[config.mk]
export PLATFORM = sky130hd
export DESIGN_NAME = jt808_frame_receiver
export DESIGN_NICKNAME = d
export VERILOG_FILES = /design/src/rtl/jfr_pkg.sv /design/src/rtl/jfr_deframe.sv /design/src/rtl/jfr_out_buf.sv /design/src/rtl/jt808_frame_receiver.sv
export SDC_FILE = /design/constraint.sdc
export NUM_CORES = 1
export LEC_CHECK = 0
export ABC_AREA = 1
export BUFFER_PORTS_ARGS = -buffer_cell sky130_fd_sc_hd__buf_2
export CAP_MARGIN = 20
export CORE_ASPECT_RATIO = 1.2
export CORE_UTILIZATION = 45
export CTS_CLUSTER_SIZE = 40
export DETAILED_ROUTE_END_ITERATION = 16
export MAX_ROUTING_LAYER = met4
export PLACE_DENSITY = 0.59
export SLEW_MARGIN = 20
export SYNTH_ARGS = -nofsm -noshare
export SYNTH_HDL_FRONTEND = slang
export SYNTH_SLANG_ARGS = --single-unit
[constraint.sdc]
create_clock -name clk -period 11.23 [get_ports clk]
set_input_delay 1.123 -clock clk [delete_from_list [all_inputs] [get_ports clk]]
set_output_delay 1.123 -clock clk [all_outputs]
set_load 0.005 [all_outputs]
[src/rtl/jfr_pkg.sv]
// ----------------------------------------------------------------------------
// jfr_pkg
// Types, constants and the message classifier shared by the frame receiver.
// ----------------------------------------------------------------------------
package jfr_pkg;

	localparam logic [7:0]  FLAG_BYTE   = 8'h7E;
	localparam logic [7:0]  ESC_BYTE    = 8'h7D;
	localparam logic [7:0]  ESC_TO_ESC  = 8'h01;
	localparam logic [7:0]  ESC_TO_FLAG = 8'h02;
	localparam logic [16:0] HDR_CHECK   = 17'd13;
	localparam logic [15:0] BODY_START  = 16'd12;
	localparam logic [15:0] COUNT_MAX   = 16'hFFFF;

	localparam logic [15:0] IDX_ID_HI     = 16'd0;
	localparam logic [15:0] IDX_ID_LO     = 16'd1;
	localparam logic [15:0] IDX_LEN_HI    = 16'd2;
	localparam logic [15:0] IDX_LEN_LO    = 16'd3;
	localparam logic [15:0] IDX_SERIAL_HI = 16'd10;
	localparam logic [15:0] IDX_SERIAL_LO = 16'd11;

	localparam logic [15:0] ID_GEN_ANSWER = 16'h8001;
	localparam logic [15:0] ID_REG_ANSWER = 16'h8100;
	localparam logic [15:0] ID_SET_CFG    = 16'h8103;
	localparam logic [15:0] ID_READ_CFG   = 16'h8104;
	localparam logic [15:0] ID_LOC_QUERY  = 16'h8201;
	localparam logic [15:0] ID_TEXT       = 16'h8300;

	localparam int TDATA_W = 64;
	localparam int TUSER_W = 2;

	typedef enum logic [1:0] {
		KIND_BODY    = 2'd0,
		KIND_GOOD    = 2'd1,
		KIND_LEN_ERR = 2'd2,
		KIND_SUM_ERR = 2'd3
	} kind_t;

	typedef enum logic [2:0] {
		ACT_GEN_ANSWER = 3'd0,
		ACT_REG_ANSWER = 3'd1,
		ACT_SET_CFG    = 3'd2,
		ACT_READ_CFG   = 3'd3,
		ACT_LOC_QUERY  = 3'd4,
		ACT_TEXT       = 3'd5,
		ACT_UNSUP_ACK  = 3'd6,
		ACT_UNSUP      = 3'd7
	} action_t;

	typedef struct packed {
		kind_t       kind;
		logic [7:0]  body_byte;
		logic [15:0] message_id;
		logic [15:0] serial_number;
		logic [15:0] body_length;
		action_t     action;
		logic        send_ack;
	} result_t;

	function automatic action_t classify(input logic [15:0] id);
		action_t a;
		case (id)
			ID_GEN_ANSWER: a = ACT_GEN_ANSWER;
			ID_REG_ANSWER: a = ACT_REG_ANSWER;
			ID_SET_CFG:    a = ACT_SET_CFG;
			ID_READ_CFG:   a = ACT_READ_CFG;
			ID_LOC_QUERY:  a = ACT_LOC_QUERY;
			ID_TEXT:       a = ACT_TEXT;
			default:       a = id[15] ? ACT_UNSUP_ACK : ACT_UNSUP;
		endcase
		return a;
	endfunction

	function automatic logic needs_ack(input action_t a);
		return (a == ACT_SET_CFG) || (a == ACT_TEXT) || (a == ACT_UNSUP_ACK);
	endfunction

endpackage

[src/rtl/jfr_deframe.sv]
// ----------------------------------------------------------------------------
// jfr_deframe
// Frame state, unescape, header capture, checksum and status decision for
// one registered byte per step.
// ----------------------------------------------------------------------------
module jfr_deframe (
	input  logic            clk,
	input  logic            arst_n,
	input  logic            step,
	input  logic [7:0]      byte_in,
	output logic            res_valid,
	output jfr_pkg::result_t res
);
	import jfr_pkg::*;

	logic        in_frame_q, esc_q;
	logic [15:0] count_q, id_q, len_q, serial_q;
	logic [7:0]  xor_q;

	logic        in_frame_d, esc_d;
	logic [15:0] count_d, id_d, len_d, serial_d;
	logic [7:0]  xor_d;
	logic [7:0]  b;
	logic [15:0] body_idx;
	action_t     act;

	always_comb begin
		in_frame_d = in_frame_q;
		esc_d      = esc_q;
		count_d    = count_q;
		xor_d      = xor_q;
		id_d       = id_q;
		len_d      = len_q;
		serial_d   = serial_q;
		b          = byte_in;
		body_idx   = count_q - BODY_START;
		act        = classify(id_q);
		res_valid  = 1'b0;
		res        = '{kind: KIND_BODY, body_byte: 8'd0, message_id: id_q,
			serial_number: serial_q, body_length: len_q,
			action: ACT_GEN_ANSWER, send_ack: 1'b0};

		if (!in_frame_q) begin
			if (byte_in == FLAG_BYTE) begin
				in_frame_d = 1'b1;
				esc_d      = 1'b0;
				count_d    = '0;
				xor_d      = '0;
				id_d       = '0;
				len_d      = '0;
				serial_d   = '0;
			end
		end else if (byte_in == FLAG_BYTE) begin
			esc_d = 1'b0;
			if (count_q != '0) begin
				res_valid  = 1'b1;
				res.action = ACT_UNSUP;
				if ({1'b0, count_q} != {1'b0, len_q} + HDR_CHECK) begin
					res.kind = KIND_LEN_ERR;
				end else if (xor_q != '0) begin
					res.kind = KIND_SUM_ERR;
				end else begin
					res.kind     = KIND_GOOD;
					res.action   = act;
					res.send_ack = needs_ack(act);
				end
				if (res.kind == KIND_GOOD) begin
					in_frame_d = 1'b0;
				end else begin
					count_d  = '0;
					xor_d    = '0;
					id_d     = '0;
					len_d    = '0;
					serial_d = '0;
				end
			end
		end else if (!esc_q && byte_in == ESC_BYTE) begin
			esc_d = 1'b1;
		end else begin
			if (esc_q) begin
				esc_d = 1'b0;
				if (byte_in == ESC_TO_ESC) begin
					b = ESC_BYTE;
				end else if (byte_in == ESC_TO_FLAG) begin
					b = FLAG_BYTE;
				end
			end
			xor_d = xor_q ^ b;
			if (count_q != COUNT_MAX) begin
				count_d = count_q + 16'd1;
				case (count_q)
					IDX_ID_HI:     id_d     = {b, id_q[7:0]};
					IDX_ID_LO:     id_d     = {id_q[15:8], b};
					IDX_LEN_HI:    len_d    = {b, len_q[7:0]};
					IDX_LEN_LO:    len_d    = {len_q[15:8], b};
					IDX_SERIAL_HI: serial_d = {b, serial_q[7:0]};
					IDX_SERIAL_LO: serial_d = {serial_q[15:8], b};
					default: ;
				endcase
				if (count_q >= BODY_START && body_idx < len_q) begin
					res_valid     = 1'b1;
					res.body_byte = b;
				end
			end
		end
		res_valid = res_valid && step;
	end

	always_ff @(posedge clk or negedge arst_n) begin
		if (!arst_n) begin
			in_frame_q <= 1'b0;
			esc_q      <= 1'b0;
			count_q    <= '0;
			xor_q      <= '0;
			id_q       <= '0;
			len_q      <= '0;
			serial_q   <= '0;
		end else if (step) begin
			in_frame_q <= in_frame_d;
			esc_q      <= esc_d;
			count_q    <= count_d;
			xor_q      <= xor_d;
			id_q       <= id_d;
			len_q      <= len_d;
			serial_q   <= serial_d;
		end
	end

endmodule

[src/rtl/jfr_out_buf.sv]
// ----------------------------------------------------------------------------
// jfr_out_buf
// Two-entry result register that keeps the result side apart from the byte
// path, so a waiting result does not stall the next item.
// ----------------------------------------------------------------------------
module jfr_out_buf (
	input  logic             clk,
	input  logic             arst_n,
	input  logic             push,
	input  jfr_pkg::result_t push_data,
	output logic             full,
	output logic             out_valid,
	input  logic             out_ready,
	output jfr_pkg::result_t out_data
);
	import jfr_pkg::*;

	result_t    mem_q [2];
	logic       wr_q, rd_q;
	logic [1:0] cnt_q;
	logic       pop;

	assign full      = cnt_q[1];
	assign out_valid = cnt_q != 2'd0;
	assign out_data  = mem_q[rd_q];
	assign pop       = out_valid && out_ready;

	always_ff @(posedge clk) begin
		if (push) begin
			mem_q[wr_q] <= push_data;
		end
	end

	always_ff @(posedge clk or negedge arst_n) begin
		if (!arst_n) begin
			wr_q  <= 1'b0;
			rd_q  <= 1'b0;
			cnt_q <= 2'd0;
		end else begin
			if (push) begin
				wr_q <= !wr_q;
			end
			if (pop) begin
				rd_q <= !rd_q;
			end
			cnt_q <= cnt_q + {1'b0, push} - {1'b0, pop};
		end
	end

endmodule

[src/rtl/jt808_frame_receiver.sv]
// ----------------------------------------------------------------------------
// jt808_frame_receiver
// Deframes JT/T808 messages from a byte stream: unescape, header capture,
// body byte output and a status item at each closing flag.
// ----------------------------------------------------------------------------
// Takes one link byte per cycle while the output buffer has room, and can give
// one result item per cycle. A byte lands in the input register, is decoded
// combinationally against the frame state and its result is written into a
// two-entry output buffer, from which it is offered on the output.
// Input is held off only while the output buffer is full. Body bytes are
// emitted as they arrive; a frame that closes with a length or checksum
// error has already sent its body bytes, which the consumer must discard,
// and its closing flag opens the next frame directly.
module jt808_frame_receiver (
	input  logic                          clk,
	input  logic                          arst_n,
	input  logic                          s_axis_tvalid,
	output logic                          s_axis_tready,
	input  logic [7:0]                    s_axis_tdata,  // in_byte
	output logic                          m_axis_tvalid,
	input  logic                          m_axis_tready,
	// body_byte, message_id, serial_number, body_length, action, send_ack, zero pad
	output logic [jfr_pkg::TDATA_W-1:0]   m_axis_tdata,
	output logic [jfr_pkg::TUSER_W-1:0]   m_axis_tuser   // kind
);
	import jfr_pkg::*;

	logic       valid_s1;
	logic [7:0] byte_s1;
	logic       step, full, res_valid;
	result_t    res, out_res;

	assign step          = valid_s1 && !full;
	assign s_axis_tready = !valid_s1 || step;

	always_ff @(posedge clk or negedge arst_n) begin
		if (!arst_n) begin
			valid_s1 <= 1'b0;
		end else if (s_axis_tready) begin
			valid_s1 <= s_axis_tvalid;
		end
	end

	always_ff @(posedge clk) begin
		if (s_axis_tready && s_axis_tvalid) begin
			byte_s1 <= s_axis_tdata;
		end
	end

	jfr_deframe u_deframe (
		.clk       (clk),
		.arst_n    (arst_n),
		.step      (step),
		.byte_in   (byte_s1),
		.res_valid (res_valid),
		.res       (res)
	);

	jfr_out_buf u_out_buf (
		.clk       (clk),
		.arst_n    (arst_n),
		.push      (res_valid),
		.push_data (res),
		.full      (full),
		.out_valid (m_axis_tvalid),
		.out_ready (m_axis_tready),
		.out_data  (out_res)
	);

	assign m_axis_tuser = out_res.kind;
	assign m_axis_tdata = {4'd0, out_res.send_ack, out_res.action, out_res.body_length,
		out_res.serial_number, out_res.message_id, out_res.body_byte};

endmodule

# Word level (Yosys, flattened, before mapping)
# Memories as Yosys holds them, arrays and structs flattened.
# Index checks and enable logic that the tools add are counted.
# totals
latch_bits	0
memories	1
mem_bits_rw	124
input_bits	12
mem_bits_ro	0
output_inout_bits	68
elab_cells	159
ff_bits	87
# mem_list
name	words	width	rd	rd_ports_with_merged_regs	wr	line	text
u_out_buf.mem_q	2	62	1	0	1	jfr_out_buf.sv:18	result_t mem_q [2];
# classes
eq_ne	30
reduce_logical	35
n_div	0
n_bitwise	1
n_lt_le_gt_ge	2
mux	70
n_shift	0
addsub	5
mul	0
# ops
operator	count
$mux W16	19
$mux W8	16
$eq A16 B16 Y1 const B	6
$pmux W16 S2	3
$reduce_and A8 Y1	6
$eq A16 B2 Y1 const B	2
$eq A16 B4 Y1 const B	2
$mux W4	5
$mux W1	18
$pmux W3 S6	1
$reduce_bool A2 Y1	9
$add A16 B4 Y17 const B	1
$ne A16 B17 Y1	1
$add A16 B1 Y16 const B	1
$eq A16 B1 Y1 const B	1
$eq A8 B7 Y1 const B	2
$ge A16 B4 Y1 const B	1
$logic_not A16 Y1	1
$lt A16 B16 Y1	1
$ne A16 B16 Y1 const B	1
$reduce_bool A16 Y1	1
$sub A16 B4 Y16 const B	1
$mux W2	7
$ne A2 B1 Y1 const B	7
other kinds (17)	30

# Logic depth before layout (Yosys ltp)
# logic_depth
word_depth	12
ltp_mapped	22
depth_no_buf	21

# Hierarchy
# A second synthesis with hierarchy kept.
# hier_totals
hier_cells	1218
hier_area_um2	10636.5
# by_module_without_submodules
module	instances	cells_per_inst	area_each_um2	seq_area_each_um2
jfr_deframe	1	846	5544.1	1851.8
jfr_out_buf	1	352	4769.6	3823.7
jt808_frame_receiver	1	20	322.8	265.3

# Least setup slack after synthesis
# OpenSTA, ideal clock, no wires.
# synth_timing
path_type	register to register
startpoint	register u_deframe.count_q[2]
endpoint	memory u_out_buf.mem_q[1][0] in the netlist's numbering (enable)
n_path_buf	1
setup_time_ns	0.482
arrival_time_ns	4.829
period_less_slack_ns	5.311
stages_incl_launch_ff	14
t_required_ns	10.748
path_slack_ns	5.919
cell_sequence	dfrtp_1 ha_1 buf_2 nor3_1 nand2_1 xor2_1 ha_1 nand2_1 o2111ai_1 nor2_1 nand2_1 nand2_1 nand3_1 nor2_1
# synth_between
elab_chain_len	11
elab_cells_between_ends	15
cone_classes	1 x add/sub; 2 x order compare; 1 x eq/ne; 8 x mux; 3 x reduce/logical
# synth_lines
item	line	text
start, declared	jfr_deframe.sv:17	logic [15:0] count_q, id_q, len_q, serial_q;
start signal, assigned	jfr_deframe.sv:121	count_q <= count_d;
$sub A16 B4 Y16	jfr_deframe.sv:36	body_idx = count_q - BODY_START;
$lt A16 B16 Y1	jfr_deframe.sv:100	if (count_q >= BODY_START && body_idx < len_q) begin
$logic_and A1 B1 Y1	jfr_deframe.sv:100	
$mux W1	jfr_deframe.sv:100	
$mux W1	jfr_deframe.sv:89	if (count_q != COUNT_MAX) begin
$mux W1	jfr_deframe.sv:77	end else if (!esc_q && byte_in == ESC_BYTE) begin
$mux W1 *	jfr_deframe.sv:53	end else if (byte_in == FLAG_BYTE) begin
$mux W1 *	jfr_deframe.sv:43	if (!in_frame_q) begin
$logic_and A1 B1 Y1 *	jfr_deframe.sv:106	res_valid = res_valid && step;
$mux W1 *	jfr_out_buf.sv:29	if (push) begin
$mux W1 (implied by the code) *	jfr_out_buf.sv:30	mem_q[wr_q] <= push_data;
end, declared	jfr_out_buf.sv:18	
# Every way passes the cells marked *; elsewhere a longest branch is shown, timed or not.

# Final worst setup path
# layout_timing
startpoint	register u_deframe.count_q[4]
endpoint	memory u_out_buf.mem_q[1][49] in the netlist's numbering (enable)
# Same word-level chain as after synthesis.

==> impl_metrics.py <==
metrics = {
    "run_status": {
        "status": "completed",
    },
    "worst_setup_path": {
        "worstPathArrival_ps": 3980,
        "end_kind": "flop",
        "path_cells": "nor2_1 > nand2_1 > inv_2 > nand2_1 > nor2_1 > nand2_1 > nor2_1 > xor2_1 > ha_1 > a21oi_1 > o2111ai_1 > nor2_1 > nand2_1 > nand2_1 > nand3_1 > nor2_4 > buf_4",
        "critPathBufInv": 2,
        "cpMaxStageDelayCell": "buf_4",
        "r2r_setup_slack_ps": 7380,
        "slowest_delay_ps": 640,
        "critical_path_class": "reg -> reg",
        "path_delay_family": "simple AND/OR/NAND/NOR gates",
        "crit_top_cell": "nand2_1",
        "critPathLaunchType": "flop",
        "worstPathRequired_ps": 11360,
        "cp_max_fo": 62,
    },
    "die": {
        "start_util_pct": 46.11,
        "die_w_um": 143.0,
        "die_y_um": 171.2,
        "core_mm2": 0.02328,
        "placementRows": 61,
        "die_area_mm2": 0.02448,
        "ioPinCount": 80,
    },
    "detailed_routing": {
        "wl_um": 24920,
        "drtPass1Iterations": 7,
        "drtAntennaViolNets": 0,
        "viasPerCell": 4.963,
        "drc": 0,
        "wl_per_cell_um": 15.42,
        "initialDrtViolationCount": 503,
        "num_vias": 8021,
    },
    "timing": {
        "slew_headroom_pct": 41.96,
        "skew_ps": 9.682,
        "rsz0062_at_grt": "no",
        "fmax_mhz": 259.9,
        "finalSetupViolCount": 0,
        "min_period_ps": 3847,
        "fin_setup_tns_ps": 0,
        "worstMarginPinSlew_ps": 870.6,
        "period_share_pct": 34.26,
        "hold_violations": 0,
        "drv_slew": 0,
    },
    "place": {
        "dp_hpwl_um": 17670,
        "portBuffers": 75,
        "place.gp.congestion": 0.8788,
    },
    "finish": {
        "final_common_cell": "nand2_1",
        "fillCellCount": 2176,
        "final_cell_mix": "nand2_1, edfxtp_1, nor2_1, inv_1, dfrtp_1",
        "synthToLayoutAreaGrowth_pct": 12.29,
        "multi_input_area_mm2": 0.004173,
        "final_util_pct": 51.78,
        "fin_nets": 1323,
        "layout-drive-gt1-share_pct": 13.99,
        "final-seq-area_mm2": 0.005942,
        "diodes": 0,
    },
    "cts": {
        "cts.htree.levels": 1,
        "cts.sinks": 211,
        "clockBufferDepth": 3,
        "ctsHoldBuffers": 0,
        "insertion_delay_ps": 510,
        "post_cts_resized": 0,
        "clkSlewWorstSetupHoldPaths_ps": 60,
        "postCtsSetupRepairBufs": 0,
        "cts-root-buf": "clkbuf_16",
        "cts_tree": "done",
        "cts_made_buffers": 22,
    },
    "job": {
        "maxCapViolations": 0,
    },
    "synthesis": {
        "netlist_area_mm2": 0.01073,
        "synthArstFlopShare_pct": 37.44,
        "synth_warnings": 0,
        "synth_edf_count": 132,
        "synth_cell_type_count": 46,
        "ys_ff_latch": 211,
        "synth_cells": 1216,
        "synth_seq_area_share_pct": 55.34,
        "synth_ff_type": "edfxtp_1",
        "syn_avg_cell_area_um2": 8.827,
    },
    "hold_path": {
        "worstHoldPathType": "reg -> reg",
    },
    "grt": {
        "overflow": 0,
        "grt_pass1_vias": 7551,
        "grt_pass1_wl_um": 40130,
        "grt_start_max_net_pins": 63,
        "track_usage_pct": 21.85,
        "antenna_found_initial": 0,
    },
    "power_and_ir_drop": {
        "leakage_nw": 5.435,
        "ir_worst_vdd_v": 0.00009545,
        "powerDensity_mw_per_mm2": 167.9,
    },
}
==> Yosys cell counts, types with 3 or more instances <==
library cell,count,area share [%]
o2111ai_1,3,0.24
xnor2_1,6,0.49
clkinv_1,5,0.17
nand2_2,18,1.0
nor3_1,20,0.93
edfxtp_1,132,37
nor2_2,4,0.23
a21oi_1,15,0.70
nor2_1,105,3.7
xor2_1,24,2.0
o21ai_0,21,0.98
nand4_1,18,1.0
nor4_1,5,0.29
inv_1,99,3.5
nor3b_1,3,0.21
dfrtp_1,79,18
buf_4,5,0.35
inv_2,4,0.14
buf_2,15,0.70
clkbuf_1,17,0.59
nand3b_1,5,0.35
nor2_4,9,0.94
nand2_1,493,17
a31oi_1,3,0.17
ha_1,26,3.0
o21ai_2,16,1.3
nand3_1,40,1.9
==> layout make-up <==
class | instances | area share, %
clock buffer | 34 | 5.450
timing repair buffer | 84 | 3.696
sequential | 211 | 49.30
clock inverter | 6 | 0.3010
multi-input combinational | 858 | 34.62
inverter | 108 | 3.363
tap | 315 | 3.270
==> kinds of logic after synthesis <==
group / share of synthesized area (%)
other cells: 0.03494
compound gates: 3.940
simple gates: 29.20
fa+ha+maj: 3.031
buf+inv: 6.003
flops: 55.34
xor+xnor: 2.448
==> path summary, 6_finish.rpt <==
path | start | endpoint | cells past startpoint
worst max-delay path | u_deframe.count_q[4] | u_out_buf.mem_q[1][49] | 17
worst min-delay path | u_out_buf.wr_q | u_out_buf.wr_q | 2
worst max register to register | u_deframe.count_q[4] | u_out_buf.mem_q[1][49] | 17
worst min register to register | u_out_buf.wr_q | u_out_buf.wr_q | 2
max in group asynchronous | arst_n | u_deframe.id_q[9] | 2
min in group asynchronous | arst_n | u_deframe.count_q[5] | 1
==> registers in the layout (all words and copies together) (netlist names), 2 cells and up <==
| name | count |
|---|---|
| byte_s1 | 8 |
| u_deframe.count_q | 16 |
| u_deframe.id_q | 16 |
| u_deframe.len_q | 16 |
| u_deframe.serial_q | 16 |
| u_deframe.xor_q | 8 |
| u_out_buf.cnt_q | 2 |
| u_out_buf.mem_q | 124 |
==> per-stage QoR <==
stage / area, µm² / power, mW / worst slack (ps) / hold slack [ps] / cells
global placement: 11350 / 1.348 / 7486 / 458.8 / 1576
global route: 12050 / 2.148 / 6962 / 486.1 / 1616
detailed placement: 11350 / 1.353 / 7370 / 462.1 / 1576
CTS: 12050 / 2.048 / 7349 / 475.0 / 1616
floorplan: 10750 / 1.143 / 5919 / 436.8 / 1219
finish: 12050 / 2.024 / 7383 / 474.4 / 1616
==> metal layers <==
metal / vias up / share of wire [%] / GRT usage [%]
met5: - / 0 / -
met4: 0 / 2.5 / 6.639
met3: 43 / 4.6 / 2.422
met2: 185 / 48 / 35.93
met1: 3737 / 45 / 28.44
li1: 4056 / - / -
==> tightest hold or removal path, cell delays in order, from the launching register on <==
cell and delay, ps:
dfrtp_1 340, nand2_1 50, nand2_1 50
==> report_power, final <==
part / leakage (nW) / switching, mW / total, mW / internal [mW]
clock network: 0.342 / 0.291 / 0.693 / 0.403
registers: 2.32 / 0.0188 / 0.862 / 0.843
logic: 2.78 / 0.309 / 0.468 / 0.160
total: 5.44 / 0.618 / 2.02 / 1.41
Power figures use the tool's default switching activity.
